File: config.mk
export PLATFORM = sky130hd
export DESIGN_NAME = ethernet_vlan_ipv4_byte_classifier
export DESIGN_NICKNAME = d
export VERILOG_FILES = /design/src/rtl/core/evbc_pkg.sv /design/src/rtl/core/ethernet_vlan_ipv4_byte_classifier.sv /design/src/rtl/core/evbc_in_stage.sv /design/src/rtl/core/evbc_parser.sv /design/src/rtl/core/evbc_out_stage.sv
export SDC_FILE = /design/constraint.sdc
export NUM_CORES = 1
export LEC_CHECK = 0
export BUFFER_PORTS_ARGS = -buffer_cell sky130_fd_sc_hd__clkbuf_2
export CAP_MARGIN = 20
export CORE_MARGIN = 1
export CORE_UTILIZATION = 63
export CTS_BUF_LIST = sky130_fd_sc_hd__clkbuf_4 sky130_fd_sc_hd__clkbuf_8 sky130_fd_sc_hd__clkbuf_16
export DETAILED_ROUTE_END_ITERATION = 10
export PLACE_DENSITY = 0.85
export SLEW_MARGIN = 10
export SYNTH_ARGS = -nofsm -noshare
export SYNTH_HDL_FRONTEND = slang
export SYNTH_HIERARCHICAL = 1
export SYNTH_SLANG_ARGS = --single-unit
File: constraint.sdc
create_clock -name clk -period 4.9 [get_ports clk]
set_clock_uncertainty 0.1 [all_clocks]
set_input_delay 1.225 -clock clk [delete_from_list [all_inputs] [get_ports clk]]
set_output_delay 1.225 -clock clk [all_outputs]
set_load 0.1 [all_outputs]
File: src/rtl/core/evbc_pkg.sv
// ----------------------------------------------------------------------------
// evbc_pkg
// Shared constants and types for the Ethernet/VLAN/IPv4 byte classifier.
// ----------------------------------------------------------------------------
package evbc_pkg;

    localparam logic [15:0] TYPE_IPV4  = 16'h0800;
    localparam logic [15:0] TYPE_VLAN  = 16'h8100;
    localparam logic [15:0] TYPE_QINQ  = 16'h88A8;
    localparam logic [3:0]  IP_VERSION = 4'd4;
    localparam logic [3:0]  IP_MIN_IHL = 4'd5;

    // Frame offsets of the type fields and header starts
    localparam logic [5:0]  OFF_ETH_TYPE  = 6'd13;
    localparam logic [5:0]  OFF_TAG1_TYPE = 6'd17;
    localparam logic [5:0]  OFF_TAG2_TYPE = 6'd21;
    localparam logic [4:0]  START_UNTAGGED = 5'd14;
    localparam logic [4:0]  START_ONE_TAG  = 5'd18;
    localparam logic [4:0]  START_TWO_TAGS = 5'd22;

    // One result item
    typedef struct packed {
        logic        counted;
        logic [31:0] remote_address;
        logic [15:0] byte_length;
    } evbc_result_t;

    // Input item held in the input register
    typedef struct packed {
        logic [7:0] data_byte;
        logic       last_byte;
    } evbc_item_t;

endpackage

File: src/rtl/core/ethernet_vlan_ipv4_byte_classifier.sv
// ----------------------------------------------------------------------------
// ethernet_vlan_ipv4_byte_classifier
// Per-frame IPv4 header classifier over a byte stream with VLAN/QinQ skip.
// ----------------------------------------------------------------------------
// Usage:
//   Input channel (in_valid/in_ready, data_byte, last_byte) carries one frame
//   byte per item in wire order; last_byte marks the frame's final byte.
//   Output channel (out_valid/out_ready) carries one result per frame, made
//   when the last byte is processed: counted, remote_address, byte_length.
//   cfg_write_en/cfg_write_data set use_destination (0 source, 1 dest).
//   Throughput: one byte per cycle unless a last byte is held, as below.
//   A byte is held in the input register, and its frame result is then
//   loaded into the result register, which drives out_valid.
//   Bytes that end no frame never wait on the output side; a last byte waits
//   in the input register while a previous result is still unclaimed, which
//   drops in_ready until out_ready frees the result register.
//   Reset clears parser state, both valid flags and use_destination.
// ----------------------------------------------------------------------------
module ethernet_vlan_ipv4_byte_classifier
    import evbc_pkg::*;
(
    input  logic        clk,
    input  logic        rst_n,
    input  logic        cfg_write_en,
    input  logic        cfg_write_data,
    input  logic        in_valid,
    output logic        in_ready,
    input  logic [7:0]  data_byte,
    input  logic        last_byte,
    output logic        out_valid,
    input  logic        out_ready,
    output logic        counted,
    output logic [31:0] remote_address,
    output logic [15:0] byte_length
);

    evbc_item_t   in_item;
    evbc_item_t   item;
    logic         item_valid;
    logic         item_take;
    logic         can_load;
    evbc_result_t parse_result;
    evbc_result_t out_result;

    assign in_item.data_byte = data_byte;
    assign in_item.last_byte = last_byte;

    // a last byte needs room in the result register
    assign item_take = item_valid && (!item.last_byte || can_load);

    evbc_in_stage u_in_stage (
        .clk        (clk),
        .rst_n      (rst_n),
        .in_valid   (in_valid),
        .in_ready   (in_ready),
        .in_item    (in_item),
        .item_valid (item_valid),
        .item_take  (item_take),
        .item       (item)
    );

    evbc_parser u_parser (
        .clk            (clk),
        .rst_n          (rst_n),
        .cfg_write_en   (cfg_write_en),
        .cfg_write_data (cfg_write_data),
        .step           (item_take),
        .item           (item),
        .result         (parse_result)
    );

    evbc_out_stage u_out_stage (
        .clk         (clk),
        .rst_n       (rst_n),
        .load        (item_take && item.last_byte),
        .load_result (parse_result),
        .can_load    (can_load),
        .out_valid   (out_valid),
        .out_ready   (out_ready),
        .result      (out_result)
    );

    assign counted        = out_result.counted;
    assign remote_address = out_result.remote_address;
    assign byte_length    = out_result.byte_length;

endmodule

File: src/rtl/core/evbc_in_stage.sv
// ----------------------------------------------------------------------------
// evbc_in_stage
// Input register for the byte channel; holds one item until the parser takes it.
// ----------------------------------------------------------------------------
module evbc_in_stage
    import evbc_pkg::*;
(
    input  logic       clk,
    input  logic       rst_n,
    input  logic       in_valid,
    output logic       in_ready,
    input  evbc_item_t in_item,
    output logic       item_valid,
    input  logic       item_take,
    output evbc_item_t item
);

    logic       valid_reg;
    logic       valid_next;
    evbc_item_t item_reg;

    assign in_ready   = !valid_reg || item_take;
    assign valid_next = (in_valid && in_ready) ? 1'b1 : (item_take ? 1'b0 : valid_reg);

    always_ff @(posedge clk or negedge rst_n)
    begin
        if (!rst_n)
        begin
            valid_reg <= 1'b0;
        end
        else
        begin
            valid_reg <= valid_next;
        end
    end

    always_ff @(posedge clk)
    begin
        if (in_valid && in_ready)
        begin
            item_reg <= in_item;
        end
    end

    assign item_valid = valid_reg;
    assign item       = item_reg;

endmodule

File: src/rtl/core/evbc_parser.sv
// ----------------------------------------------------------------------------
// evbc_parser
// Per-frame header parser state and next-state logic, one byte per step.
// ----------------------------------------------------------------------------
module evbc_parser
    import evbc_pkg::*;
(
    input  logic         clk,
    input  logic         rst_n,
    input  logic         cfg_write_en,
    input  logic         cfg_write_data,
    input  logic         step,
    input  evbc_item_t   item,
    output evbc_result_t result
);

    typedef enum logic [2:0] {
        PH_ETH  = 3'd0,
        PH_TAG1 = 3'd1,
        PH_TAG2 = 3'd2,
        PH_IPV4 = 3'd3,
        PH_DONE = 3'd4,
        PH_REJ  = 3'd5
    } phase_t;

    phase_t      phase_reg, phase_next;
    logic [5:0]  offset_reg, offset_next;
    logic [15:0] type_reg, type_next;
    logic [4:0]  start_reg, start_next;
    logic [15:0] length_reg, length_next;
    logic [31:0] addr_reg, addr_next;
    logic        use_dest_reg;

    logic [15:0] type_shifted;
    logic [5:0]  rel;
    logic        active;
    logic        is_tag;

    always_comb
    begin
        phase_next   = phase_reg;
        offset_next  = offset_reg;
        type_next    = type_reg;
        start_next   = start_reg;
        length_next  = length_reg;
        addr_next    = addr_reg;
        type_shifted = {type_reg[7:0], item.data_byte};
        rel          = offset_reg - {1'b0, start_reg};
        is_tag       = (type_shifted == TYPE_VLAN) || (type_shifted == TYPE_QINQ);
        active       = (phase_reg == PH_ETH) || (phase_reg == PH_TAG1) ||
                       (phase_reg == PH_TAG2) || (phase_reg == PH_IPV4);

        if (active)
        begin
            type_next = type_shifted;
            case (phase_reg)
                PH_ETH:
                begin
                    if (offset_reg == OFF_ETH_TYPE)
                    begin
                        if (is_tag)
                        begin
                            phase_next = PH_TAG1;
                            start_next = START_ONE_TAG;
                        end
                        else if (type_shifted == TYPE_IPV4)
                        begin
                            phase_next = PH_IPV4;
                            start_next = START_UNTAGGED;
                        end
                        else
                        begin
                            phase_next = PH_REJ;
                        end
                    end
                end
                PH_TAG1:
                begin
                    if (offset_reg == OFF_TAG1_TYPE)
                    begin
                        if (type_shifted == TYPE_VLAN)
                        begin
                            phase_next = PH_TAG2;
                            start_next = START_TWO_TAGS;
                        end
                        else if (type_shifted == TYPE_IPV4)
                        begin
                            phase_next = PH_IPV4;
                            start_next = START_ONE_TAG;
                        end
                        else
                        begin
                            phase_next = PH_REJ;
                        end
                    end
                end
                PH_TAG2:
                begin
                    if (offset_reg == OFF_TAG2_TYPE)
                    begin
                        if (type_shifted == TYPE_IPV4)
                        begin
                            phase_next = PH_IPV4;
                            start_next = START_TWO_TAGS;
                        end
                        else
                        begin
                            phase_next = PH_REJ;
                        end
                    end
                end
                default:
                begin
                    // IPv4 header byte at position rel
                    if (rel == 6'd0)
                    begin
                        if ((item.data_byte[7:4] != IP_VERSION) ||
                            (item.data_byte[3:0] < IP_MIN_IHL))
                        begin
                            phase_next = PH_REJ;
                        end
                    end
                    else if ((rel == 6'd2) || (rel == 6'd3))
                    begin
                        length_next = {length_reg[7:0], item.data_byte};
                    end
                    else if ((rel >= 6'd12) && (rel <= 6'd15))
                    begin
                        if (!use_dest_reg)
                        begin
                            addr_next = {addr_reg[23:0], item.data_byte};
                        end
                    end
                    else if ((rel >= 6'd16) && (rel <= 6'd19))
                    begin
                        if (use_dest_reg)
                        begin
                            addr_next = {addr_reg[23:0], item.data_byte};
                        end
                        if (rel == 6'd19)
                        begin
                            phase_next = PH_DONE;
                        end
                    end
                end
            endcase

            if ((phase_next != PH_DONE) && (phase_next != PH_REJ))
            begin
                offset_next = offset_reg + 6'd1;
            end
        end

        result.counted        = (phase_next == PH_DONE);
        result.remote_address = result.counted ? addr_next : 32'd0;
        result.byte_length    = result.counted ? length_next : 16'd0;

        // frame ends: re-arm for the next one
        if (item.last_byte)
        begin
            phase_next  = PH_ETH;
            offset_next = 6'd0;
            type_next   = 16'd0;
            start_next  = START_UNTAGGED;
            length_next = 16'd0;
            addr_next   = 32'd0;
        end
    end

    always_ff @(posedge clk or negedge rst_n)
    begin
        if (!rst_n)
        begin
            phase_reg    <= PH_ETH;
            offset_reg   <= 6'd0;
            type_reg     <= 16'd0;
            start_reg    <= START_UNTAGGED;
            length_reg   <= 16'd0;
            addr_reg     <= 32'd0;
            use_dest_reg <= 1'b0;
        end
        else
        begin
            if (cfg_write_en)
            begin
                use_dest_reg <= cfg_write_data;
            end
            if (step)
            begin
                phase_reg  <= phase_next;
                offset_reg <= offset_next;
                type_reg   <= type_next;
                start_reg  <= start_next;
                length_reg <= length_next;
                addr_reg   <= addr_next;
            end
        end
    end

endmodule

File: src/rtl/core/evbc_out_stage.sv
// ----------------------------------------------------------------------------
// evbc_out_stage
// Result register for the output channel.
// ----------------------------------------------------------------------------
module evbc_out_stage
    import evbc_pkg::*;
(
    input  logic         clk,
    input  logic         rst_n,
    input  logic         load,
    input  evbc_result_t load_result,
    output logic         can_load,
    output logic         out_valid,
    input  logic         out_ready,
    output evbc_result_t result
);

    logic         valid_reg;
    logic         valid_next;
    evbc_result_t result_reg;

    assign can_load   = !valid_reg || out_ready;
    assign valid_next = load ? 1'b1 : (out_ready ? 1'b0 : valid_reg);

    always_ff @(posedge clk or negedge rst_n)
    begin
        if (!rst_n)
        begin
            valid_reg <= 1'b0;
        end
        else
        begin
            valid_reg <= valid_next;
        end
    end

    always_ff @(posedge clk)
    begin
        if (load)
        begin
            result_reg <= load_result;
        end
    end

    assign out_valid = valid_reg;
    assign result    = result_reg;

endmodule
== After elaboration in Yosys (flattened, before gate mapping) ==
Cells that the tools add are included.

* Register bits after elaboration: 131
* Bits of input ports: 15
* Output and inout port bits: 51
* Logic and storage cells: 122

* $add $sub $neg: 2
* $lt $le $gt $ge: 5
* Equality and inequality tests: 22
* Muxes and demuxes: 50
* Reduce and logical (&&, ||, !) cells: 29

{| class="wikitable"
|+ Operators by type and width
! kind !! number
|-
| 32-bit two-way mux || 9
|-
| 16-bit two-way mux || 5
|-
| 5-bit two-way mux || 10
|-
| 3-bit two-way mux || 15
|-
| 16-bit == test (second input constant) || 2
|-
| 6-bit by 5-bit == test with 1-bit output (second input constant) || 3
|-
| 6-bit two-way mux || 3
|-
| 3-bit inequality test (second input constant) || 6
|-
| 16-bit by 12-bit == test with 1-bit output (second input constant) || 1
|-
| 8-bit two-way mux || 2
|-
| 5-bit one-hot mux with 3 select lines || 1
|-
| 6-bit by 2-bit == test with 1-bit output (second input constant) || 2
|-
| 1-bit logical OR || 9
|-
| 3-bit one-hot mux with 3 select lines || 1
|-
| 9-bit AND reduction || 1
|-
| 4-bit by 3-bit inequality test with 1-bit output (second input constant) || 2
|-
| 2-bit nonzero test || 4
|-
| 6-bit by 1-bit adder with 6-bit output (second input constant) || 1
|-
| 3-bit by 2-bit == test with 1-bit output (second input constant) || 2
|-
| 6-bit by 4-bit == test with 1-bit output (second input constant) || 1
|-
| 6-bit by 4-bit >= comparator with 1-bit output (second input constant) || 1
|-
| 6-bit by 5-bit >= comparator with 1-bit output (second input constant) || 1
|-
| 6-bit by 4-bit less-or-equal comparator with 1-bit output (second input constant) || 1
|-
| 6-bit by 5-bit less-or-equal comparator with 1-bit output (second input constant) || 1
|-
| other kinds (14) || 24
|}

== Longest topological paths before layout ==
Gate-level depths: netlist of the first run.

* Depth after elaboration: 14
* Depth in mapped cells: 11
* Gate-level depth less buffers: 9

== Cells and area by module ==
Netlist of the first run, hierarchy kept.

{| class="wikitable"
|+ Modules (own cells, without submodules)
! module !! times used !! cells an instance !! area an instance (um^2)
|-
| evbc_parser || 1 || 430 || 4,060.1
|-
| evbc_out_stage || 1 || 52 || 1,519.0
|-
| evbc_in_stage || 1 || 13 || 324.1
|-
| ethernet_vlan_ipv4_byte_classifier || 1 || 3 || 18.8
|}

== Least setup slack after synthesis of the first run ==
Ideal clock, no wire load.

* Path type: input-to-output
* From: input port out_ready
* To: output port in_ready
* Arrival time: 2.013 ns
* Required time: 3.575 ns
* Setup slack: 1.562 ns
* Cell stages on the path: 4
* Path buffers: 0
* Path through: nand2b_4 > inv_1 > a21boi_1 > nand2b_4

* Word-level cells in the longest chain between the ends: 4

{| class="wikitable"
|+ RTL lines
! element !! line !! source
|-
| from (decl) || ethernet_vlan_ipv4_byte_classifier.sv:31 || <nowiki>input logic out_ready,</nowiki>
|-
| 1-bit logical OR || evbc_out_stage.sv:22 || <nowiki>assign can_load = !valid_reg || out_ready;</nowiki>
|-
| 1-bit logical OR || ethernet_vlan_ipv4_byte_classifier.sv:49 || <nowiki>assign item_take = item_valid && (!item.last_byte || can_load);</nowiki>
|-
| 1-bit logical AND || ethernet_vlan_ipv4_byte_classifier.sv:49 ||
|-
| via item_take || ethernet_vlan_ipv4_byte_classifier.sv:40 || <nowiki>logic item_take;</nowiki>
|-
| 1-bit logical OR || evbc_in_stage.sv:22 || <nowiki>assign in_ready = !valid_reg || item_take;</nowiki>
|-
| to (decl) || ethernet_vlan_ipv4_byte_classifier.sv:27 || <nowiki>output logic in_ready,</nowiki>
|}

The timed path passes the listed nets, and every way through them passes these cells.

== Worst setup path in the final report of the first run ==
* From: register u_parser.offset_reg[2]
* To: register u_out_stage.result_reg (netlist bit u_out_stage/result[15]) (data pin)

* Word-level cells in the longest chain between the ends: 11

{| class="wikitable"
|+ RTL lines
! element !! line !! source
|-
| from (decl) || evbc_parser.sv:27 || <nowiki>logic [5:0] offset_reg, offset_next;</nowiki>
|-
| from (signal assigned) || evbc_parser.sv:191 || <nowiki>offset_reg <= offset_next;</nowiki>
|-
| 6-bit by 5-bit subtractor with 6-bit output || evbc_parser.sv:48 || <nowiki>rel = offset_reg - {1'b0, start_reg};</nowiki>
|-
| 6-bit by 5-bit >= comparator with 1-bit output (tied with other cells) || evbc_parser.sv:134 || <nowiki>else if ((rel >= 6'd16) && (rel <= 6'd19))</nowiki>
|-
| 1-bit logical AND / 3-bit two-way mux (equally long branches) || evbc_parser.sv:134, evbc_parser.sv:140 ||
|-
| 3-bit two-way mux || evbc_parser.sv:134 ||
|-
| 3-bit two-way mux || evbc_parser.sv:127 || <nowiki>else if ((rel >= 6'd12) && (rel <= 6'd15))</nowiki>
|-
| 3-bit two-way mux || evbc_parser.sv:123 || <nowiki>else if ((rel == 6'd2) || (rel == 6'd3))</nowiki>
|-
| 3-bit two-way mux || evbc_parser.sv:115 || <nowiki>if (rel == 6'd0)</nowiki>
|-
| 3-bit one-hot mux with 3 select lines || evbc_parser.sv:56 || <nowiki>case (phase_reg)</nowiki>
|-
| 3-bit two-way mux (2 in a row) || evbc_parser.sv:53 || <nowiki>if (active)</nowiki>
|-
| 3-bit == test || evbc_parser.sv:154 || <nowiki>result.counted = (phase_next == PH_DONE);</nowiki>
|-
| to (signal assigned) || evbc_out_stage.sv:41 || <nowiki>result_reg <= load_result;</nowiki>
|-
| to (decl) || evbc_out_stage.sv:20 || <nowiki>evbc_result_t result_reg;</nowiki>
|}

Parallel ways exist; a longest one is shown, timed or not. The select of a mux whose other input is x is not followed.
A chain may end at the register's enable or synchronous reset.

==> results.py, run 1 <==
metrics = {
    "sta": {
        "report.final.slew_viol_count": 0,
        "tightest_slew_ps": 1070,
        "rsz0062_at_grt": "no",
        "relSlewSlack": 0.285,
        "tns_ps": 0,
        "fmax_mhz": 263,
        "hold_viol": 0,
        "post-route-period-util": 0.776,
        "whs_ps": 406,
        "finalSetupViolCount": 0,
        "period_needed_ps": 3800,
    },
    "synth": {
        "ys_ff_latch": 129,
        "synth-main-ff-cell": "dfrtp_1",
        "syn_area_per_cell_um2": 11.9,
        "synth_top_family_by_area": "compound AO/OA/AOI/OAI gates",
        "synth.most_common_cell": "dfrtp_1",
        "synth_cell_type_count": 66,
        "synthArstFlopShare": 0.550,
        "synth_area_um2": 5920,
        "synthAdderAreaFrac": 0.0182,
        "yosys-top-cells-count": "dfrtp_1, edfxtp_1, nor2_1, nand2_1, a22o_1",
        "netlist_top_cells_area": "edfxtp_1, dfrtp_1, a22o_1",
        "synth-edff-count": 58,
        "synth_mux_area_frac": 0.0596,
        "synth_simple_gate_area_frac": 0.121,
        "synthXorXnorAreaFrac": 0.00296,
        "yosys_warnings": 6,
        "syn_nets": 521,
        "synth_cells": 498,
        "synth-compound-area-share": 0.172,
        "yosysTopAreaCell": "edfxtp_1",
        "yosysSeqAreaShare": 0.595,
        "synth_top_area_share": 0.294,
    },
    "finish": {
        "nets": 585,
        "area_growth_pct": 17.4,
        "layoutNonFillerInstCount": 686,
        "drive_above_1_share": 0.221,
        "regArea_um2": 3520,
        "multi_input_area_um2": 2230,
        "n_antenna_cell": 0,
        "nFillCells": 564,
        "largest_reg_flops": 49,
    },
    "floorplan": {
        "dieWidth_um": 99.0,
        "ios": 66,
        "die_h_um": 99.0,
        "core_area_um2": 9150,
        "start_util": 0.647,
        "rows": 35,
        "dieArea_um2": 9790,
    },
    "grt": {
        "grt_pass1_wl_mm": 21.4,
        "first_global_vias": 4303,
        "grt_overflow": 0,
        "grt_max_degree": 51,
        "grtUsageTotal": 0.288,
        "antenna_found_initial": 0,
    },
    "worst_setup_path": {
        "path_class": "reg -> reg",
        "rrSetupSlack_ps": 1100,
        "worstSetupStartpointType": "flip-flop",
        "ff2ff_path_depth": 10,
        "crit_required_ps": 5170,
        "arrival_ps": 4070,
        "critPathCaptureType": "flip-flop",
        "reg2reg_from": "u_parser/offset_reg[2]",
        "r2r-end": "u_out_stage/result[15]",
        "path_max_fanout": 24,
    },
    "clock_tree": {
        "clk_pin_slew_ps": 60,
        "post_cts_buffers": 0,
        "cts_buffers": 17,
        "worstSkewPairLatency_ps": 520,
        "clockRootBuffer": "clkbuf_8",
        "holdBufCountCts": 0,
        "cts_max_path_buffers": 2,
        "htreeDepth": 4,
        "cts_resized": 0,
        "clock-sinks": 129,
        "cts_tree": "done",
    },
    "placed_design": {
        "place_hpwl_mm": 8.33,
        "dp.cells": 654,
        "place_congestion": 0.995,
        "port-buffer-count": 65,
    },
    "routing": {
        "drc_errors": 0,
        "ant_nets": 0,
        "drt_iter0_drc": 398,
        "detail_route.wl_per_cell_um": 19.0,
        "drt_wl_total_mm": 13.1,
        "vias_per_cell": 6.53,
        "num_vias": 4478,
        "dr.pass1.iters": 5,
    },
    "hold_path": {
        "holdPathEnd": "u_parser/start_reg[3]",
        "min_path_type": "reg -> reg",
        "min_path_cells": 2,
        "worstHoldStart": "u_parser/start_reg[3]",
    },
    "power": {
        "leakagePower_uw": 0.00303,
        "power_density_nw_per_um2": 458,
        "peakVddDrop_v": 0.000230,
    },
    "job": {
        "cap_viol_max_count": 0,
    },
    "status": {
        "outcome": "complete, no violations",
    },
}
## metal layers
layer  routed length (µm)  global-route usage  part of all wire
met1                 5320               0.373              0.41
met2                 6520               0.473              0.50
met3                  909              0.0624             0.070
met4                  299               0.119             0.023
met5                    0                   0                 0
## worst max-delay path, stage by stage, from the launching register on
cell      delay, ps
dfrtp_1         470
inv_1           180
fa_1            460
nor2b_1         110
o21ai_0         170
a211oi_1        450
o21ai_0         200
o221ai_1        250
nand2_1         620
buf_4           450
a21oi_1         170
## power breakdown
group          total (µW)  internal, µW  leakage [µW]  switching [µW]
sequential           1300          1210       0.00153            81.9
clock                1280           789      0.000295             486
combinational         610           156       0.00121             454
## worst max path at each step
stage	slack, ps	depth (start not counted)	to	startpoint
after floorplan	1560	4	in_ready	out_ready
after global placement	1190	7	in_ready	out_ready
after detailed placement	1140	7	in_ready	out_ready
after CTS	1130	7	in_ready	out_ready
after global routing	850	10	u_out_stage/result[8]	u_parser/offset_reg[2]
final	1100	10	u_out_stage/result[15]	u_parser/offset_reg[2]
## stage by stage
step                power [µW]  area, µm²  utilization  worst slack (ps)
CTS                       3190       6950        0.760              1130
global placement          1890       6350        0.694              1190
floorplan                 1770       5920            -              1560
global route              3290       6950        0.760               851
detailed placement        1910       6350        0.694              1140
finish                    3180       6950        0.760              1100
## cells by family after synthesis
group / count (synthesis)
and+or+nand+nor: 145
xor gates and xnor gates: 2
adders and majority gates: 8
AOI/OAI and AO/OA: 133
muxes: 35
buffers and inverters: 46
DFF: 129
## layout by cell type (no fill, tap or decap), drive strengths merged, types with 3 or more instances in the layout
| master | instances |
|---|---|
| a21o | 3 |
| bufinv | 3 |
| and2 | 3 |
| a211oi | 5 |
| nand2b | 5 |
| ha | 7 |
| a21oi | 19 |
| and3 | 3 |
| a22oi | 17 |
| nand4 | 4 |
| nand3 | 4 |
| clkinv | 6 |
| nor4 | 5 |
| a22o | 41 |
| inv | 20 |
| nor2 | 49 |
| or3 | 4 |
| o21ai | 13 |
| nor3 | 6 |
| mux2i | 33 |
| o2bb2ai | 16 |
| or4 | 4 |
| dfrtp | 69 |
| edfxtp | 58 |
| clkbuf | 82 |
| nand2 | 47 |
| buf | 11 |
## layout make-up
type	count	area share
clock inverters	14	0.0259
clock buffers	18	0.0607
multi-input cells	323	0.321
flip-flops and latches	129	0.506
inverters	16	0.00864
repair buffers	75	0.0576
well taps	111	0.0200
Note: power is estimated with default switching activity, not from simulation.
==> run 2: changes to the inputs <==
--- a/config.mk
+++ b/config.mk
@@ -8,10 +8,10 @@
 export BUFFER_PORTS_ARGS = -buffer_cell sky130_fd_sc_hd__clkbuf_2
 export CAP_MARGIN = 20
 export CORE_MARGIN = 1
-export CORE_UTILIZATION = 63
+export CORE_UTILIZATION = 53
 export CTS_BUF_LIST = sky130_fd_sc_hd__clkbuf_4 sky130_fd_sc_hd__clkbuf_8 sky130_fd_sc_hd__clkbuf_16
 export DETAILED_ROUTE_END_ITERATION = 10
-export PLACE_DENSITY = 0.85
+export PLACE_DENSITY = 0.76
 export SLEW_MARGIN = 10
 export SYNTH_ARGS = -nofsm -noshare
 export SYNTH_HDL_FRONTEND = slang
==> constraint.sdc (replaced) <==
create_clock -name clk -period 3.18 [get_ports clk]
set_clock_uncertainty 0.1 [all_clocks]
set_input_delay 0.795 -clock clk [delete_from_list [all_inputs] [get_ports clk]]
set_output_delay 0.795 -clock clk [all_outputs]
set_load 0.1 [all_outputs]
==> run 2 against run 1 <==
Worst setup slack got worse by 900 ps. Critical path type unchanged. Global-route usage is 3.3 points lower. Final cell count increased by 5.8%. Combinational power grew 74%.
==> results.py, run 2 (synthesis gave the netlist of run 1 again) <==
metrics = {
    "status": {
        "outcome": "complete, no violations",
    },
    "power": {
        "leakagePower_uw": 0.00310,
        "peakVddDrop_v": 0.000436,
        "power_uw": 4850,
        "power_density_nw_per_um2": 679,
    },
    "clock_tree": {
        "clockRootBuffer": "clkbuf_8",
        "cts_max_path_buffers": 2,
        "cts_resized": 0,
        "holdBufCountCts": 0,
        "clk_pin_slew_ps": 60,
        "clock-sinks": 129,
        "post_cts_buffers": 0,
        "worstSkewPairLatency_ps": 530,
        "cts_tree": "done",
        "cts_buffers": 17,
        "htreeDepth": 4,
    },
    "sta": {
        "post-route-period-util": 0.937,
        "hold_viol": 0,
        "relSlewSlack": 0.569,
        "fin_ws_ps": 202,
        "whs_ps": 190,
        "rsz0062_at_grt": "no",
        "finalSetupViolCount": 0,
        "tns_ps": 0,
        "fmax_mhz": 336,
        "period_needed_ps": 2980,
        "tightest_slew_ps": 647,
        "report.final.slew_viol_count": 0,
    },
    "finish": {
        "mostFrequentLayoutCell": "dfrtp_1",
        "largest_reg_flops": 49,
        "n_antenna_cell": 0,
        "nets": 596,
        "nFillCells": 794,
        "drive_above_1_share": 0.249,
        "final_cell_mix": "dfrtp_1, clkbuf_2, edfxtp_1",
        "design_area_um2": 7140,
        "area_growth_pct": 20.6,
    },
    "grt": {
        "antenna_found_initial": 1,
        "grt_max_degree": 45,
        "grtUsageTotal": 0.254,
        "grt_pass1_wl_mm": 22.1,
        "grt_overflow": 0,
        "first_global_vias": 4395,
    },
    "placed_design": {
        "place_hpwl_mm": 8.64,
        "port-buffer-count": 65,
        "place_ws_ps": 80.3,
        "place_area_um2": 6550,
        "place_congestion": 0.886,
    },
    "routing": {
        "drt_iter0_drc": 284,
        "detail_route.wl_per_cell_um": 18.5,
        "num_vias": 4482,
        "dr.pass1.iters": 8,
        "vias_per_cell": 6.17,
        "drt_wl_total_mm": 13.4,
        "ant_nets": 0,
        "drc_errors": 0,
    },
    "floorplan": {
        "core_area_um2": 10800,
        "rows": 38,
        "start_util": 0.546,
        "ios": 66,
        "dieWidth_um": 108,
        "dieArea_um2": 11600,
        "die_h_um": 108,
    },
    "worst_setup_path": {
        "rrSetupSlack_ps": 200,
        "path_max_fanout": 32,
        "path_cells": "inv_1 -> ha_1 -> a21o_1 -> a21oi_1 -> xnor2_2 -> nor4_1 -> o21ai_4 -> a21o_1 -> buf_4 -> a22o_1",
        "cp_slowest_cell": "dfstp_2",
        "crit_required_ps": 3490,
        "crit_top_cell": "a21o_1",
        "crit_buf_inv": 2,
        "critical-path-top-delay-family": "compound AO/OA/AOI/OAI gates",
        "max_stage_delay_ps": 550,
        "critPathCaptureType": "flip-flop",
        "startpoint": "u_parser/start_reg[2]",
        "r2r-end": "u_parser/addr_reg[2]",
        "reg2reg_from": "u_parser/start_reg[2]",
        "path_class": "reg -> reg",
        "ff2ff_path_depth": 10,
        "arrival_ps": 3280,
        "worstSetupStartpointType": "flip-flop",
    },
    "hold_path": {
        "min_path_type": "in -> async",
    },
    "job": {
        "cap_viol_max_count": 0,
    },
}
## run 2: cell count changes in the layout (fill, tap and decap cells not counted), moves of 2 or more
cell	previous run	this run
buf_12	0	6
clkbuf_8	1	3
bufinv_16	3	1
inv_6	3	1
a211oi_1	4	2
clkinv_4	4	1
clkinvlp_4	1	3
clkbuf_4	1	4
a211oi_2	1	3
buf_4	10	16
## run 2: area by class of cell
cell class	count	area (µm²)	share of cell area
clock buffers	23	472	0.0660
well taps	140	175	0.0245
repair buffers	86	561	0.0785
clock inverters	9	85.1	0.0119
inverters	16	60.1	0.00841
multi-input cells	323	2270	0.318
flip-flops and latches	129	3520	0.493
## run 2: how the worst max path moves through the flow
stage | endpoint | cells after the start
detailed placement | u_parser/length_reg[8] | 10
global route | u_parser/length_reg[3] | 10
CTS | u_out_stage/result[44] | 10
floorplan | u_out_stage/result[10] | 10
global placement | u_out_stage/result[9] | 10
finish | u_parser/addr_reg[2] | 10
## run 2: per-layer routing
layer	part of all wire	vias to the layer above	global-route usage	wire length, µm
met4	0.017	0	0.103	225
met2	0.49	232	0.399	6570
met1	0.42	2207	0.329	5700
met3	0.071	27	0.0781	953
met5	0	-	0	0
li1	-	2016	-	-
## run 2: power by group
| part | internal [µW] | total [µW] | switching, µW |
|---|---|---|---|
| clock network | 1110 | 1810 | 702 |
| registers | 1870 | 1980 | 108 |
| logic | 298 | 1060 | 762 |
| total | 3280 | 4850 | 1570 |
## run 2: stage by stage
| stage | util | instances |
|---|---|---|
| floorplan | - | 498 |
| global placement | 0.604 | 694 |
| detailed placement | 0.604 | 694 |
| CTS | 0.655 | 726 |
| global route | 0.659 | 726 |
| finish | 0.659 | 726 |
